File: src/rtl/sdcd_pkg.sv
// package for the sd clock divider select block
// shared constants, status codes, divider handshake structs and the prescaler table builder
// no dependencies
`timescale 1ns / 1ps

package sdcd_pkg;

	// fixed field widths
	localparam int unsigned DATA_W    = 32;
	localparam int unsigned PFIELD_W  = 8;
	localparam int unsigned DFIELD_W  = 4;
	localparam int unsigned STATUS_W  = 2;
	localparam int unsigned CFG_IDX_W = 1;

	// clock plan constants
	localparam int unsigned PRESCALER_LIMIT_DEF = 256;
	localparam int unsigned TOTAL_SPLIT         = 16;
	localparam int unsigned DIVISOR_MAX         = 16;
	localparam logic [DATA_W-1:0] SOURCE_RESET  = 32'd198000000;

	// status codes
	localparam logic [STATUS_W-1:0] ST_OK   = 2'd0;
	localparam logic [STATUS_W-1:0] ST_SAT  = 2'd1;
	localparam logic [STATUS_W-1:0] ST_ZERO = 2'd2;

	// configuration register indexes
	localparam logic [CFG_IDX_W-1:0] CFG_SOURCE = 1'b0;
	localparam logic [CFG_IDX_W-1:0] CFG_DDR    = 1'b1;

	// prescaler candidate table: divisors of the limit, ascending, padded with the limit
	// entry width covers twice the largest supported limit
	localparam int unsigned PRE_TAB_W = 12;
	localparam int unsigned DIV_TAB_N = 64;

	typedef logic [DIV_TAB_N-1:0][PRE_TAB_W-1:0] pre_tab_t;

	// shared divider request and response
	typedef struct packed {
		logic              start;
		logic [DATA_W-1:0] dividend;
		logic [DATA_W-1:0] divisor;
	} div_req_t;

	typedef struct packed {
		logic              done;
		logic [DATA_W-1:0] quotient;
		logic [DATA_W-1:0] remainder;
	} div_rsp_t;

	// builds the sorted list of divisors of n that are at least 2, by walking multiples
	function automatic pre_tab_t divisor_table(input int unsigned n);
		pre_tab_t    tab;
		int unsigned cnt;
		int unsigned m;
		for (int unsigned i = 0; i < DIV_TAB_N; i++) begin
			tab[i] = PRE_TAB_W'(n);
		end
		cnt = 0;
		for (int unsigned d = 2; d <= n; d++) begin
			m = d;
			while (m < n) begin
				m = m + d;
			end
			if ((m == n) && (cnt < DIV_TAB_N)) begin
				tab[cnt] = PRE_TAB_W'(d);
				cnt = cnt + 1;
			end
		end
		return tab;
	endfunction

endpackage

File: src/rtl/sd_clock_divider_select_top.sv
// top level of the sd clock divider select block
// sequencer around one shared divider and a prescaler candidate scan
// depends on sdcd_pkg and sdcd_div
//
//   port group      direction  handshake                     word
//   cfg_*           in         cfg_we, taken at the edge     source clock / ddr mode
//   target_clock_hz in         start while busy is low       wanted card clock
//   result fields   out        done, one cycle, no stall     fields, clock, status
//
// a zero target gives its word in the cycle after start
// otherwise the work runs on the shared divider, up to four divisions in a row,
// and the prescaler scan checks one candidate divisor of the limit per cycle:
// one division when the source is below the target, three for a small total divide, four
// plus the scan when it is split (the scan runs to the table end when the prescaler saturates)
// busy stays high until the word is on the outputs; reset leaves both registers at defaults
// the receiver cannot stall: each word is shown for exactly one cycle on done
`timescale 1ns / 1ps

module sd_clock_divider_select_top #(
	parameter int unsigned PRESCALER_LIMIT = sdcd_pkg::PRESCALER_LIMIT_DEF
) (
	input  logic                             clk,
	input  logic                             arst_n,
	input  logic                             cfg_we,
	input  logic [sdcd_pkg::CFG_IDX_W-1:0]   cfg_index,
	input  logic [sdcd_pkg::DATA_W-1:0]      cfg_wdata,
	input  logic                             start,
	input  logic [sdcd_pkg::DATA_W-1:0]      target_clock_hz,
	output logic                             busy,
	output logic                             done,
	output logic [sdcd_pkg::PFIELD_W-1:0]    prescaler_field,
	output logic [sdcd_pkg::DFIELD_W-1:0]    divisor_field,
	output logic [sdcd_pkg::DATA_W-1:0]      achieved_clock_hz,
	output logic [sdcd_pkg::STATUS_W-1:0]    status
);

	import sdcd_pkg::*;

	// widths that follow from the limit
	localparam int unsigned PRE_W    = $clog2(2 * PRESCALER_LIMIT + 1);
	localparam int unsigned DIVV_W   = $clog2(DIVISOR_MAX + 1);
	localparam int unsigned PROD_W   = PRE_W + DIVV_W;
	localparam int unsigned IDX_W    = $clog2(DIV_TAB_N);
	localparam int unsigned SPLIT_SH = $clog2(TOTAL_SPLIT);

	localparam pre_tab_t TAB_SDR = divisor_table(PRESCALER_LIMIT);
	localparam pre_tab_t TAB_DDR = divisor_table(2 * PRESCALER_LIMIT);

	// sequencer states
	localparam logic [2:0] S_IDLE  = 3'd0;
	localparam logic [2:0] S_TOTAL = 3'd1;
	localparam logic [2:0] S_CHECK = 3'd2;
	localparam logic [2:0] S_SCAN  = 3'd3;
	localparam logic [2:0] S_CEIL  = 3'd4;
	localparam logic [2:0] S_PROD  = 3'd5;
	localparam logic [2:0] S_FREQ  = 3'd6;

	logic [2:0]          state_q;
	logic                done_q;
	logic                div_start_q;

	logic [DATA_W-1:0]   src_q;
	logic                ddr_q;

	logic [DATA_W-1:0]   tgt_q;
	logic [DATA_W-1:0]   total_q;
	logic [PRE_W-1:0]    pre_q;
	logic [DIVV_W-1:0]   divv_q;
	logic [STATUS_W-1:0] res_status_q;
	logic [IDX_W-1:0]    scan_idx_q;
	logic [DATA_W-1:0]   div_a_q;
	logic [DATA_W-1:0]   div_b_q;

	logic [PFIELD_W-1:0] pfield_q;
	logic [DFIELD_W-1:0] dfield_q;
	logic [DATA_W-1:0]   freq_q;
	logic [STATUS_W-1:0] stat_q;

	div_req_t            div_req;
	div_rsp_t            div_rsp;

	logic                accept;
	logic [DATA_W-1:0]   total_adj;
	logic                total_pow2;
	logic [DATA_W-1:0]   want;
	logic [PRE_W-1:0]    scan_entry;
	logic                scan_hit;
	logic [DATA_W-1:0]   ceil_d;
	logic                ceil_sat;
	logic [PROD_W-1:0]   prod;
	logic [PRE_W+PFIELD_W-1:0] pre_shifted;

	// shared divider
	assign div_req.start    = div_start_q;
	assign div_req.dividend = div_a_q;
	assign div_req.divisor  = div_b_q;

	sdcd_div u_div (
		.clk    (clk),
		.arst_n (arst_n),
		.req    (div_req),
		.rsp    (div_rsp)
	);

	assign busy   = (state_q != S_IDLE);
	assign accept = start && !busy;

	// datapath decode for the current step
	always_comb begin
		total_adj   = total_q + DATA_W'(div_rsp.quotient > tgt_q);
		total_pow2  = ((total_adj & (total_adj - 1'b1)) == '0);
		want        = total_q >> SPLIT_SH;
		scan_entry  = ddr_q ? PRE_W'(TAB_DDR[scan_idx_q]) : PRE_W'(TAB_SDR[scan_idx_q]);
		scan_hit    = (DATA_W'(scan_entry) >= want) || (scan_idx_q == IDX_W'(DIV_TAB_N - 1));
		ceil_d      = div_rsp.quotient + DATA_W'(div_rsp.remainder != '0);
		ceil_sat    = ceil_d > DATA_W'(DIVISOR_MAX);
		prod        = PROD_W'(divv_q) * PROD_W'(pre_q);
		pre_shifted = {{PFIELD_W{1'b0}}, pre_q} >> (ddr_q ? 2 : 1);
	end

	// configuration registers
	always_ff @(posedge clk or negedge arst_n) begin
		if (!arst_n) begin
			src_q <= SOURCE_RESET;
			ddr_q <= 1'b0;
		end else if (cfg_we) begin
			unique case (cfg_index)
				CFG_SOURCE: src_q <= cfg_wdata;
				CFG_DDR:    ddr_q <= cfg_wdata[0];
			endcase
		end
	end

	// sequencer
	always_ff @(posedge clk or negedge arst_n) begin
		if (!arst_n) begin
			state_q     <= S_IDLE;
			done_q      <= 1'b0;
			div_start_q <= 1'b0;
		end else begin
			done_q      <= 1'b0;
			div_start_q <= 1'b0;
			unique case (state_q)
				S_IDLE: begin
					if (accept) begin
						if (target_clock_hz == '0) begin
							done_q <= 1'b1;
						end else begin
							state_q     <= S_TOTAL;
							div_start_q <= 1'b1;
						end
					end
				end
				S_TOTAL: begin
					if (div_rsp.done) begin
						if (div_rsp.quotient == '0) begin
							state_q <= S_IDLE;
							done_q  <= 1'b1;
						end else begin
							state_q     <= S_CHECK;
							div_start_q <= 1'b1;
						end
					end
				end
				S_CHECK: begin
					if (div_rsp.done) begin
						if (total_adj > DATA_W'(TOTAL_SPLIT)) begin
							state_q <= S_SCAN;
						end else begin
							state_q     <= S_FREQ;
							div_start_q <= 1'b1;
						end
					end
				end
				S_SCAN: begin
					if (scan_hit) begin
						state_q     <= S_CEIL;
						div_start_q <= 1'b1;
					end
				end
				S_CEIL: begin
					if (div_rsp.done) begin
						state_q <= S_PROD;
					end
				end
				S_PROD: begin
					state_q     <= S_FREQ;
					div_start_q <= 1'b1;
				end
				S_FREQ: begin
					if (div_rsp.done) begin
						state_q <= S_IDLE;
						done_q  <= 1'b1;
					end
				end
				default: begin
					state_q <= S_IDLE;
				end
			endcase
		end
	end

	// working registers and result word
	always_ff @(posedge clk) begin
		unique case (state_q)
			S_IDLE: begin
				if (accept) begin
					tgt_q   <= target_clock_hz;
					div_a_q <= src_q;
					div_b_q <= target_clock_hz;
					if (target_clock_hz == '0) begin
						pfield_q <= '0;
						dfield_q <= '0;
						freq_q   <= '0;
						stat_q   <= ST_ZERO;
					end
				end
			end
			S_TOTAL: begin
				if (div_rsp.done) begin
					total_q <= div_rsp.quotient;
					div_a_q <= src_q;
					div_b_q <= div_rsp.quotient;
					// source below target: pass the source clock straight through
					if (div_rsp.quotient == '0) begin
						pfield_q <= '0;
						dfield_q <= '0;
						freq_q   <= src_q;
						stat_q   <= ST_OK;
					end
				end
			end
			S_CHECK: begin
				if (div_rsp.done) begin
					total_q      <= total_adj;
					res_status_q <= ST_OK;
					scan_idx_q   <= '0;
					div_a_q      <= src_q;
					div_b_q      <= total_adj;
					// small total: prescaler alone for powers of two, divisor alone otherwise
					if (total_pow2) begin
						pre_q  <= PRE_W'(total_adj);
						divv_q <= '0;
					end else begin
						pre_q  <= '0;
						divv_q <= total_adj[DIVV_W-1:0];
					end
				end
			end
			S_SCAN: begin
				if (scan_hit) begin
					pre_q   <= scan_entry;
					div_a_q <= total_q;
					div_b_q <= DATA_W'(scan_entry);
				end else begin
					scan_idx_q <= scan_idx_q + 1'b1;
				end
			end
			S_CEIL: begin
				if (div_rsp.done) begin
					if (ceil_sat) begin
						divv_q       <= DIVV_W'(DIVISOR_MAX);
						res_status_q <= ST_SAT;
					end else begin
						divv_q <= ceil_d[DIVV_W-1:0];
					end
				end
			end
			S_PROD: begin
				div_a_q <= src_q;
				div_b_q <= DATA_W'(prod);
			end
			S_FREQ: begin
				if (div_rsp.done) begin
					freq_q   <= div_rsp.quotient;
					pfield_q <= pre_shifted[PFIELD_W-1:0];
					dfield_q <= (divv_q != '0) ? DFIELD_W'(divv_q - 1'b1) : '0;
					stat_q   <= res_status_q;
				end
			end
			default: begin
				scan_idx_q <= '0;
			end
		endcase
	end

	assign done              = done_q;
	assign prescaler_field   = pfield_q;
	assign divisor_field     = dfield_q;
	assign achieved_clock_hz = freq_q;
	assign status            = stat_q;

	// a word is only given once the sequencer is back at rest
	a_done_idle: assert property (@(posedge clk) disable iff (!arst_n)
		done |-> !busy)
		else $error("result word while sequencer still busy");

	// an accepted request either starts work or answers at once
	a_accept_progress: assert property (@(posedge clk) disable iff (!arst_n)
		accept |=> (busy || done))
		else $error("accepted request neither started nor answered");

	// a zero target clears every field
	a_zero_fields: assert property (@(posedge clk) disable iff (!arst_n)
		(done && (status == ST_ZERO)) |->
			((prescaler_field == '0) && (divisor_field == '0) && (achieved_clock_hz == '0)))
		else $error("zero target word carries nonzero fields");

	// a saturated divisor always encodes the largest field value
	a_sat_field: assert property (@(posedge clk) disable iff (!arst_n)
		(done && (status == ST_SAT)) |-> (divisor_field == DFIELD_W'(DIVISOR_MAX - 1)))
		else $error("saturated status without saturated divisor field");

endmodule

File: src/rtl/sdcd_div.sv
// shared radix-2 restoring divider for the sd clock divider select block
// one quotient bit per cycle, registered quotient and remainder
// depends on sdcd_pkg
`timescale 1ns / 1ps

module sdcd_div (
	input  logic              clk,
	input  logic              arst_n,
	input  sdcd_pkg::div_req_t req,
	output sdcd_pkg::div_rsp_t rsp
);

	import sdcd_pkg::*;

	localparam int unsigned CNT_W = $clog2(DATA_W);

	logic              busy_q;
	logic              done_q;
	logic [CNT_W-1:0]  cnt_q;
	logic [DATA_W-1:0] quo_q;
	logic [DATA_W-1:0] rem_q;
	logic [DATA_W-1:0] dsr_q;

	logic [DATA_W:0]   trial;
	logic [DATA_W:0]   diff;
	logic              fits;

	// one restoring step: shift in the next dividend bit and try the subtract
	always_comb begin
		trial = {rem_q, quo_q[DATA_W-1]};
		diff  = trial - {1'b0, dsr_q};
		fits  = trial >= {1'b0, dsr_q};
	end

	// control: step counter and done pulse
	always_ff @(posedge clk or negedge arst_n) begin
		if (!arst_n) begin
			busy_q <= 1'b0;
			done_q <= 1'b0;
			cnt_q  <= '0;
		end else begin
			done_q <= 1'b0;
			if (busy_q) begin
				if (cnt_q == '0) begin
					busy_q <= 1'b0;
					done_q <= 1'b1;
				end else begin
					cnt_q <= cnt_q - 1'b1;
				end
			end else if (req.start) begin
				busy_q <= 1'b1;
				cnt_q  <= CNT_W'(DATA_W - 1);
			end
		end
	end

	// datapath: quotient shifts in from the bottom as the dividend shifts out the top
	always_ff @(posedge clk) begin
		if (busy_q) begin
			quo_q <= {quo_q[DATA_W-2:0], fits};
			rem_q <= fits ? diff[DATA_W-1:0] : trial[DATA_W-1:0];
		end else if (req.start) begin
			quo_q <= req.dividend;
			rem_q <= '0;
			dsr_q <= req.divisor;
		end
	end

	assign rsp.done      = done_q;
	assign rsp.quotient  = quo_q;
	assign rsp.remainder = rem_q;

endmodule
File: config.mk
export PLATFORM = sky130hd
export DESIGN_NAME = sd_clock_divider_select_top
export DESIGN_NICKNAME = d
export VERILOG_FILES = /design/src/rtl/sdcd_pkg.sv /design/src/rtl/sd_clock_divider_select_top.sv /design/src/rtl/sdcd_div.sv
export SDC_FILE = /design/constraint.sdc
export NUM_CORES = 1
export LEC_CHECK = 0
export BUFFER_PORTS_ARGS = -buffer_cell sky130_fd_sc_hd__buf_2
export CAP_MARGIN = 20
export CORE_ASPECT_RATIO = 2
export CORE_UTILIZATION = 45
export DETAILED_ROUTE_END_ITERATION = 12
export PLACE_DENSITY = 0.61
export SYNTH_ARGS = -nofsm -noshare
export SYNTH_HDL_FRONTEND = slang
export SYNTH_HIERARCHICAL = 1
export SYNTH_SLANG_ARGS = --single-unit
File: constraint.sdc
create_clock -name clk -period 6.3 [get_ports clk]
set_input_delay 1.26 -clock clk [delete_from_list [all_inputs] [get_ports clk]]
set_output_delay 1.26 -clock clk [all_outputs]
set_load 0.02 [all_outputs]
* Yosys cells after proc, flatten, opt, wreduce, memory -nomap -nowiden
Memories as Yosys holds them, arrays and structs flattened. A register that Yosys moved wholly into a read port is not among the register bits.
Index checks and enable logic that the tools add are counted.
** Storage, ports and cells
- Output and inout port bits :: 48
- Input port bits :: 69
- Word-level logic and storage cells :: 191
- ROM bits :: 1536
- Memories kept :: 2
- Bits in latches :: 0
- RAM bits :: 0
- Register bits after elaboration :: 338
** Operators by class
- Add/subtract/negate cells :: 7
- Shifts and indexed selects :: 1
- Equal/unequal tests :: 20
- Bitwise logic cells :: 4
- Div/mod/pow operators :: 0
- $lt $le $gt $ge :: 6
- Multiply operators :: 1
- Multiplexer cells :: 93
- Reduce and logical (&&, ||, !) cells :: 34
** Memories
- (name not given) :: depth 64, width 12, rd ports 1, clocked after Yosys merged registers in 1, wr ports 0, RTL line sd_clock_divider_select_top.sv:113 : scan_entry = ddr_q ? PRE_W'(TAB_DDR[scan_idx_q]) : PRE_W'(TAB_SDR[scan_idx_q]);
- (name not given) :: depth 64, width 12, rd ports 1, clocked after Yosys merged registers in 1, wr ports 0, RTL line sd_clock_divider_select_top.sv:113
** Operators with widths (count)
- two-way mux 32 bit :: 16
- one-hot mux 32 bit (5 select lines) :: 1
- one-hot mux 32 bit (4 select lines) :: 1
- zero test 32 bit :: 3
- one-hot mux 32 bit (3 select lines) :: 1
- adder 32 x 1 -> 32 bit :: 2
- greater-than comparator 32 x 5 -> 1 bit, second input constant :: 2
- one-hot mux 32 bit (2 select lines) :: 1
- two-way mux 10 bit :: 6
- two-way mux 8 bit :: 5
- two-way mux 5 bit :: 7
- greater-or-equal comparator 33 x 32 -> 1 bit :: 1
- bitwise AND 32 bit :: 1
- greater-than comparator 32 bit :: 1
- nonzero test 32 bit :: 1
- subtractor 32 x 1 -> 32 bit, second input constant :: 1
- subtractor 32 bit :: 1
- greater-or-equal comparator 10 x 28 -> 1 bit :: 1
- two-way mux 3 bit :: 8
- two-way mux 4 bit :: 6
- two-way mux 6 bit :: 4
- one-hot mux 8 bit (3 select lines) :: 1
- one-hot mux 3 bit (7 select lines) :: 1
- two-way mux 2 bit :: 10
- other kinds (39) :: 84

* Depth between registers and ports, before layout
Gate-level depths: netlist of the first run.
- Depth after elaboration :: 8
- Mapped depth :: 26
- Gate-level depth less buffers :: 24

* Hierarchy
Netlist of the first run, hierarchy kept.
** By module, submodules not included
- sd_clock_divider_select_top :: area each 15383.5 um^2, cells an instance 1553, times used 1, seq. area each 7054.3 um^2
- sdcd_div :: area each 5998.3 um^2, cells an instance 528, times used 1, seq. area each 3057.9 um^2

* Worst setup path after synthesis of the first run
OpenSTA, ideal clock, no wires.
- Path kind :: register to register
- From :: reg u_div.quo_q[25]
- To :: reg divv_q[0], data pin
- Setup slack :: 1.010 ns
- Buffers on the path :: 0
- Arrival :: 5.033 ns
- Data required time :: 6.043 ns
- Cell stages (with the launch flop) :: 23
- Cells stage by stage :: edfxtp_1 -> ha_1 -> a21o_1 -> a21o_1 -> a21o_1 -> a21o_1 -> a21o_1 -> a21o_1 -> a21o_1 -> nor3_1 -> a311oi_1 -> o31a_1 -> ha_1 -> ha_1 -> nand4_2 -> nor4_1 -> xor2_1 -> nor4_1 -> nand2_1 -> o31a_1 -> nor4_2 -> nand4_2 -> a32o_1
** On the way
- Word-level cells in the longest chain between the ends :: 8
- Elaborated cells on any way between the ends :: 12
- Those cells by class :: add/sub: 3; order compare: 2; mux: 5; bitwise: 1; reduce/logical: 1
** Ends and longest elaborated chain
- start: declaration :: RTL line sdcd_div.sv:20 : logic [DATA_W-1:0] quo_q;
- start signal: assignment :: RTL line sdcd_div.sv:60 : quo_q <= {quo_q[DATA_W-2:0], fits};
- start signal: assignment :: RTL line sdcd_div.sv:63 : quo_q <= req.dividend;
- greater-than comparator 32 bit :: RTL line sd_clock_divider_select_top.sv:110 : total_adj = total_q + DATA_W'(div_rsp.quotient > tgt_q);
- adder 32 x 1 -> 32 bit :: RTL line sd_clock_divider_select_top.sv:110
- subtractor 32 x 1 -> 32 bit :: RTL line sd_clock_divider_select_top.sv:111 : total_pow2 = ((total_adj & (total_adj - 1'b1)) == '0);
- bitwise AND 32 bit :: RTL line sd_clock_divider_select_top.sv:111
- zero test 32 bit :: RTL line sd_clock_divider_select_top.sv:111
- two-way mux 5 bit :: RTL line sd_clock_divider_select_top.sv:241 : if (total_pow2) begin
- two-way mux 5 bit :: RTL line sd_clock_divider_select_top.sv:234 : if (div_rsp.done) begin
- one-hot mux 5 bit (2 select lines) * :: RTL line sd_clock_divider_select_top.sv:205 : unique case (state_q)
- end signal: assignment :: RTL line sd_clock_divider_select_top.sv:246 : divv_q <= total_adj[DIVV_W-1:0];
- end signal: assignment :: RTL line sd_clock_divider_select_top.sv:262 : divv_q <= DIVV_W'(DIVISOR_MAX);
- end signal: assignment :: RTL line sd_clock_divider_select_top.sv:265 : divv_q <= ceil_d[DIVV_W-1:0];
- end: declaration :: RTL line sd_clock_divider_select_top.sv:68 : logic [DIVV_W-1:0] divv_q;
Every way passes the cells marked *; elsewhere a longest branch is shown, timed or not. The select of a mux whose other input is x is not followed.
A chain may end at the register's enable or synchronous reset.

* Worst setup path after layout of the first run
- From :: reg u_div.quo_q[25]
- To :: reg pre_q[9], data pin
** On the way
- Word-level cells in the longest chain between the ends :: 8
** Ends and longest elaborated chain
- greater-than comparator 32 bit * :: RTL line sd_clock_divider_select_top.sv:110
- adder 32 x 1 -> 32 bit * :: RTL line sd_clock_divider_select_top.sv:110
- subtractor 32 x 1 -> 32 bit :: RTL line sd_clock_divider_select_top.sv:111
- bitwise AND 32 bit :: RTL line sd_clock_divider_select_top.sv:111
- zero test 32 bit :: RTL line sd_clock_divider_select_top.sv:111
- two-way mux 10 bit * :: RTL line sd_clock_divider_select_top.sv:241
- two-way mux 10 bit * :: RTL line sd_clock_divider_select_top.sv:234
- one-hot mux 10 bit (2 select lines) * :: RTL line sd_clock_divider_select_top.sv:205
- end signal: assignment :: RTL line sd_clock_divider_select_top.sv:242 : pre_q <= PRE_W'(total_adj);
- end signal: assignment :: RTL line sd_clock_divider_select_top.sv:252 : pre_q <= scan_entry;
- end: declaration :: RTL line sd_clock_divider_select_top.sv:67 : logic [PRE_W-1:0] pre_q;
Marked as above.

==> summary.md, run 1 <==
| Metric | Value |
|---|---|
| Core ar. | 0.04680 mm² |
| DRC | 0 |
| Initial DRT Pass Iterations | 6 |
| Total negative slack | 0 ns |
| Htree depth | 2 |
| Worst Path Buf+Inv | 4 |
| Hold buffers post-CTS | 0 |
| Syn Nets | 2280 |
| Area delta synth->final | 11.98% |
| Crit path launch type | flip-flop |
| Seq/Total Area, Yosys | 47.29% |
| Grt ovf | 0 |
| Crit-path max FO | 10 |
| Final instance area | 0.02394 mm² |
| Most frequent CP cell | a21o_1 |
| Fmax | 0.1717 GHz |
| Req. time, crit path | 6.58 ns |
| RSZ-0062 raised after global routing | no |
| Ys flop type | edfxtp_1 |
| Post-route ant nets | 0 |
| Dpl hpwl | 54.78 mm |
| Hold Crit Class | flip-flop to flip-flop |
| Final wirelength | 71.81 mm |
| Mapped Cells | 2081 |
| Lkg Pwr | 9.632 nW |
| Flop-to-flop setup slack | 0.48 ns |
| Min cycle time layout | 5.823 ns |
| CTS clk-pin slew, worst paths | 0.07 ns |
| Placed cell areas | 0.02282 mm² |
| #FFs+latches synth | 347 |
| Area contributors post-synth | edfxtp_1, ha_1, nand2_1 |
| Status | complete, no violations |
| DP Worst Slack | 0.2951 ns |
| Unique masters post-synth | 89 |
| P per Cell Area | 196.1 mW/mm² |
| Max Cap Viol | 0 |
| WP data arrival | 6.11 ns |
| Total number of vias | 17020 |
| Max incr delay on CP | 0.50 ns |
| DRT iter0 DRCs | 1381 |
| Syn_area_per_cell | 10.27 µm² |
| DIE WIDTH | 156.1 µm |
| Hold Fails Final Rpt | 0 |
| Gpl congestion | 0.9793 |
| First-pass GRT wire length | 106.6 mm |
| Largest area contributor in the netlist | edfxtp_1 |
| Peak supply drop | 0.0002033 V |
| Proportion of layout cells with a drive suffix above 1 | 16.86% |
| CP top delay family | compound AO/OA/AOI/OAI gates |
| Clk Latency, worst-skew pair | 0.56 ns |
| Synth Cell Area | 0.02138 mm² |
| Die height | 310.3 µm |
| Initial antenna violation count | 1 |
| Initial core utilization | 45.68% |
| Clock sinks | 347 |
| Non-filler cells, final | 2846 |
| Placed Instances | 2779 |
| Least-Margin Pin Slew | 1.080 ns |
| Ys async rst share | 12.97% |
| Port Buffers | 116 |
| CP max-delay cell | a31oi_1 |
| Crit Path Class | flip-flop to flip-flop |
| Via count of the first global-routing pass | 17550 |
| Worst setup margin | 0.4772 ns |
| Top cell type's share of synthesized area | 41.01% |
| Largest net degree at the start of global routing | 46 |
| Top Ports | 117 |
| Root Buffer | clkbuf_16 |
| Fin crit share | 92.43% |
| Final setup viols | 0 |
| Vias per cell | 5.980 |
| Post-synth EDFFs | 292 |
| CP endpoint kind | flip-flop |
| Total die area | 0.04844 mm² |
| Slew Limit Fails | 0 |
| Nets | 2391 |
| FP Rows | 112 |
| Slew HR | 27.98% |
| Setup Skew | 0.02743 ns |
| Hold Slack | 0.4167 ns |
| Gr usage total | 30.00% |
| TritonCTS clock tree | built |
| CTS Buffer Depth | 3 |
| Routed len/inst | 25.23 µm |
| YS warnings | 6 |
| Total CTS buffers | 35 |
## stage by stage
stage / power (mW) / utilization, %
6_report: 4.694 / 51.15
5_1_grt: 4.819 / 51.15
4_1_cts: 4.739 / 51.07
3_5_place_dp: 2.692 / 48.76
3_3_place_gp: 2.688 / 48.76
2_1_floorplan: 2.624 / -
## cell usage after synthesis (12+ instances only)
cell type and count:
a211oi_1 12, a21o_1 35, a21oi_1 100, a22o_1 32
a31oi_1 21, and2_1 33, and3_1 13, clkbuf_1 84
dfrtp_1 31, dfstp_2 14, edfxtp_1 292, fa_1 25
ha_1 105, inv_1 136, mux2_2 70, mux2i_1 43
nand2_1 231, nand2b_1 13, nand3_1 46, nand4_1 40
nor2_1 168, nor2b_1 12, nor3_1 36, nor4_1 40
o21a_1 22, o21ai_0 110, o21bai_1 12, xnor2_1 64
xor2_1 24
## logic make-up after synthesis
| logic type | after synthesis | share of synthesized area, % |
|---|---|---|
| xor+xnor | 88 | 3.605 |
| compound gates | 456 | 14.25 |
| buf+inv | 253 | 4.746 |
| simple gates | 693 | 15.88 |
| fa+ha+maj | 131 | 8.532 |
| flops | 347 | 47.29 |
| mux | 113 | 5.700 |
## registers in the layout (all words and copies together) (netlist names), 2 cells and up, named ones only
signal / cells
achieved_clock_hz: 32
div_a_q: 32
div_b_q: 32
src_q: 32
tgt_q: 32
total_q: 32
u_div/dsr_q: 32
u_div/quo_q: 32
u_div/rem_q: 32
pre_q: 10
prescaler_field: 8
scan_entry: 7
scan_idx_q: 6
divv_q: 5
u_div/cnt_q: 5
divisor_field: 4
state_q: 3
status: 2
## final timing paths
path                                 start         endpoint  cells after the start
max                        u_div/quo_q[25]         pre_q[9]                     27
min                            div_b_q[11]  u_div/dsr_q[11]                      0
max reg2reg                u_div/quo_q[25]         pre_q[9]                     27
min reg2reg                    div_b_q[11]  u_div/dsr_q[11]                      0
max in group asynchronous           arst_n       state_q[2]                      2
min in group asynchronous           arst_n        src_q[26]                      2
## cell usage in the layout (no fill, tap or decap), types with 11 or more instances in the layout
cell type,n
clkbuf_16,35
dfstp_2,14
a21oi_1,100
xnor2_1,64
o21ai_0,106
nor2_1,164
inv_1,135
and3_1,13
nor4_1,39
o21a_1,22
a22o_1,31
edfxtp_1,292
ha_1,105
nand4_1,40
dfrtp_1,31
nand2_1,230
xor2_1,24
o21bai_1,12
nand3_1,46
nor3_1,35
nand2b_1,13
buf_4,72
mux2i_1,43
buf_2,116
fa_1,25
mux2_2,70
a211oi_1,12
a21o_1,35
a31oi_1,21
and2_1,33
a22oi_1,11
## routing by layer
layer | vias to the layer above | routed length (µm) | track usage, %
li1 | 7831 | - | -
met1 | 8307 | 25600 | 32.27
met2 | 642 | 36970 | 54.15
met3 | 238 | 3780 | 3.635
met4 | 2 | 5442 | 21.00
met5 | - | 13 | 0
## repair_timing
| action | 4_1_cts | 5_1_grt |
|---|---|---|
| setup buffers | 0 | 3 |
| resized for setup | 0 | 5 |
| endpoints found under the hold margin | 0 | 0 |
| endpoints found under the setup margin | 0 | 15 |
## power by group
| part | internal, mW | switching, mW |
|---|---|---|
| Clock | 1.10 | 0.955 |
| Combinational | 0.0553 | 0.0534 |
| Sequential | 2.50 | 0.0333 |
| Total | 3.65 | 1.04 |
## final cells by class
class | count | area (µm²)
sequential | 347 | 10110
multi-input combinational | 1481 | 10320
clock inverter | 21 | 170.2
timing repair buffer | 188 | 1121
tap | 627 | 784.5
antenna | 1 | 2.502
clock buffer | 42 | 912.1
inverter | 139 | 521.8
fill | 4349 | 22860
Power figures use the tool's default switching activity.
==> run 2, diff against run 1 <==
--- a/config.mk
+++ b/config.mk
@@ -9,6 +9,7 @@
 export CAP_MARGIN = 20
 export CORE_ASPECT_RATIO = 2
 export CORE_UTILIZATION = 45
+export CTS_BUF_LIST = sky130_fd_sc_hd__clkbuf_16
 export DETAILED_ROUTE_END_ITERATION = 12
 export PLACE_DENSITY = 0.61
 export SYNTH_ARGS = -nofsm -noshare
==> summary.md, run 2 (synthesis results as in run 1) <==
| Metric | Value |
|---|---|
| Status | complete, no violations |
| Hold Fails Final Rpt | 0 |
| RSZ-0062 raised after global routing | no |
| WP data arrival | 6.10 ns |
| Initial DRT Pass Iterations | 5 |
| Post-route ant nets | 0 |
| Req. time, crit path | 6.58 ns |
| Lkg Pwr | 9.652 nW |
| Htree depth | 2 |
| CTS Buffer Depth | 3 |
| First-pass GRT wire length | 106.6 mm |
| Final wirelength | 71.75 mm |
| Power, Total | 4.672 mW |
| Largest net degree at the start of global routing | 46 |
| CTS clk-pin slew, worst paths | 0.07 ns |
| R2r endpoint | pre_q[9] |
| Final setup viols | 0 |
| DIE WIDTH | 156.1 µm |
| R2r startpoint | u_div/quo_q[25] |
| DRT iter0 DRCs | 1376 |
| Worst Reg-to-Reg Cells | 27 |
| Vias per cell | 5.965 |
| Crit-path max FO | 10 |
| Setup Skew | 0.02867 ns |
| Commonest non-fill, non-tap cell in the layout | edfxtp_1 |
| Port Buffers | 116 |
| Total number of vias | 16980 |
| TritonCTS clock tree | built |
| Gr usage total | 30.00% |
| End-of-flow core utilization | 51.13% |
| Dpl hpwl | 54.78 mm |
| Flop-to-flop setup slack | 0.48 ns |
| FP Rows | 112 |
| Total CTS buffers | 35 |
| Initial core utilization | 45.68% |
| Most frequent cells in the layout | edfxtp_1, nand2_1, nor2_1 |
| Initial antenna violation count | 1 |
| Least-Margin Pin Slew | 1.078 ns |
| P per Cell Area | 195.2 mW/mm² |
| Placed cell areas | 0.02282 mm² |
| Fin crit share | 92.34% |
| Clk Latency, worst-skew pair | 0.56 ns |
| Grt ovf | 0 |
| Proportion of layout cells with a drive suffix above 1 | 16.82% |
| Gpl congestion | 0.9793 |
| Core ar. | 0.04680 mm² |
| Hold path endpoint | u_div/dsr_q[11] |
| Min cycle time layout | 5.817 ns |
| Root Buffer | clkbuf_16 |
| Crit Path Class | flip-flop to flip-flop |
| Nets | 2391 |
| Fmax | 0.1719 GHz |
| Hold Crit Start | div_b_q[11] |
| Peak supply drop | 0.0002035 V |
| Die height | 310.3 µm |
| Cells on Worst Hold Path | 0 |
| Clock sinks | 347 |
| Total negative slack | 0 ns |
| Via count of the first global-routing pass | 17550 |
| Fillers | 4352 |
| Hold Crit Class | flip-flop to flip-flop |
| Slew HR | 28.13% |
| Final instance area | 0.02393 mm² |
| Total die area | 0.04844 mm² |
| Max Cap Viol | 0 |
| DRC | 0 |
| Crit path launch type | flip-flop |
| Top Ports | 117 |
| Slew Limit Fails | 0 |
| Routed len/inst | 25.21 µm |
| CP endpoint kind | flip-flop |
| Area delta synth->final | 11.93% |
run 2: cell count changes in the layout (fill, tap and decap cells not counted):
| cell | delta |
|---|---|
| clkbuf_8 | -1 |
| inv_1 | +6 |
| clkbuf_1 | -6 |
| clkinv_1 | +1 |
run 2: layout make-up:
class / instances / area (µm²) / share of cell area [%]
multi-input combinational: 1481 / 10320 / 43.11
timing repair buffer: 188 / 1121 / 4.684
antenna: 1 / 2.502 / 0.01046
clock inverter: 28 / 196.4 / 0.8208
tap: 627 / 784.5 / 3.278
clock buffer: 35 / 875.8 / 3.660
inverter: 139 / 521.8 / 2.180
sequential: 347 / 10110 / 42.25
run 2: how the worst max path moves through the flow:
stage                      to  slack [ns]  cells past startpoint             from
global route         pre_q[6]        0.09                     25  u_div/quo_q[25]
floorplan           divv_q[0]        1.01                     22  u_div/quo_q[25]
global placement     pre_q[6]        0.40                     21  u_div/quo_q[19]
CTS                  pre_q[6]        0.26                     21  u_div/quo_q[19]
detailed placement   pre_q[6]        0.30                     21  u_div/quo_q[19]
finish               pre_q[9]        0.48                     27  u_div/quo_q[25]
run 2: routing by layer:
metal / GRT usage [%] / part of all wire, %
met1: 32.27 / 36
met2: 54.15 / 52
met5: 0 / 0.018
met3: 3.635 / 5.3
met4: 21.00 / 7.5
run 2: metrics by stage:
| stage | setup WS, ns | cells | hold WS [ns] |
|---|---|---|---|
| 6_report | 0.4828 | 2846 | 0.4169 |
| 2_1_floorplan | 1.010 | 2081 | 0.4003 |
| 5_1_grt | 0.08544 | 2845 | 0.4229 |
| 4_1_cts | 0.2627 | 2842 | 0.4165 |
| 3_3_place_gp | 0.3975 | 2779 | 0.4014 |
| 3_5_place_dp | 0.2951 | 2779 | 0.4045 |
run 2: what timing repair did:
item | CTS | global route
hold buffers | 0 | 0
endpoints found under the setup margin | 0 | 15
setup buffers | 0 | 3
resized for setup | 0 | 5
run 2: power by group:
part	internal, mW	leakage (nW)	switching (mW)
clock	1.07	0.555	0.955
sequential	2.50	3.29	0.0334
combinational	0.0554	5.81	0.0533
total	3.63	9.65	1.04
run 2: critical path, cell delays in order, from the launching register on:
cell and delay [ns]:
edfxtp_1 0.39, ha_1 0.30, a21o_1 0.17, a21o_1 0.18
a21o_1 0.17, a21o_1 0.17, a21o_1 0.17, a21o_1 0.17
a21o_1 0.25, nor3_1 0.20, a311oi_1 0.07, o31a_1 0.17
ha_1 0.22, ha_1 0.21, buf_4 0.19, and4_1 0.30
nand2_1 0.17, a211oi_1 0.07, a31oi_1 0.50, nor3b_4 0.13
buf_4 0.18, and3_1 0.17, a221o_1 0.25, and4_1 0.19
nand4_2 0.06, buf_4 0.16, buf_4 0.22, o22ai_1 0.11
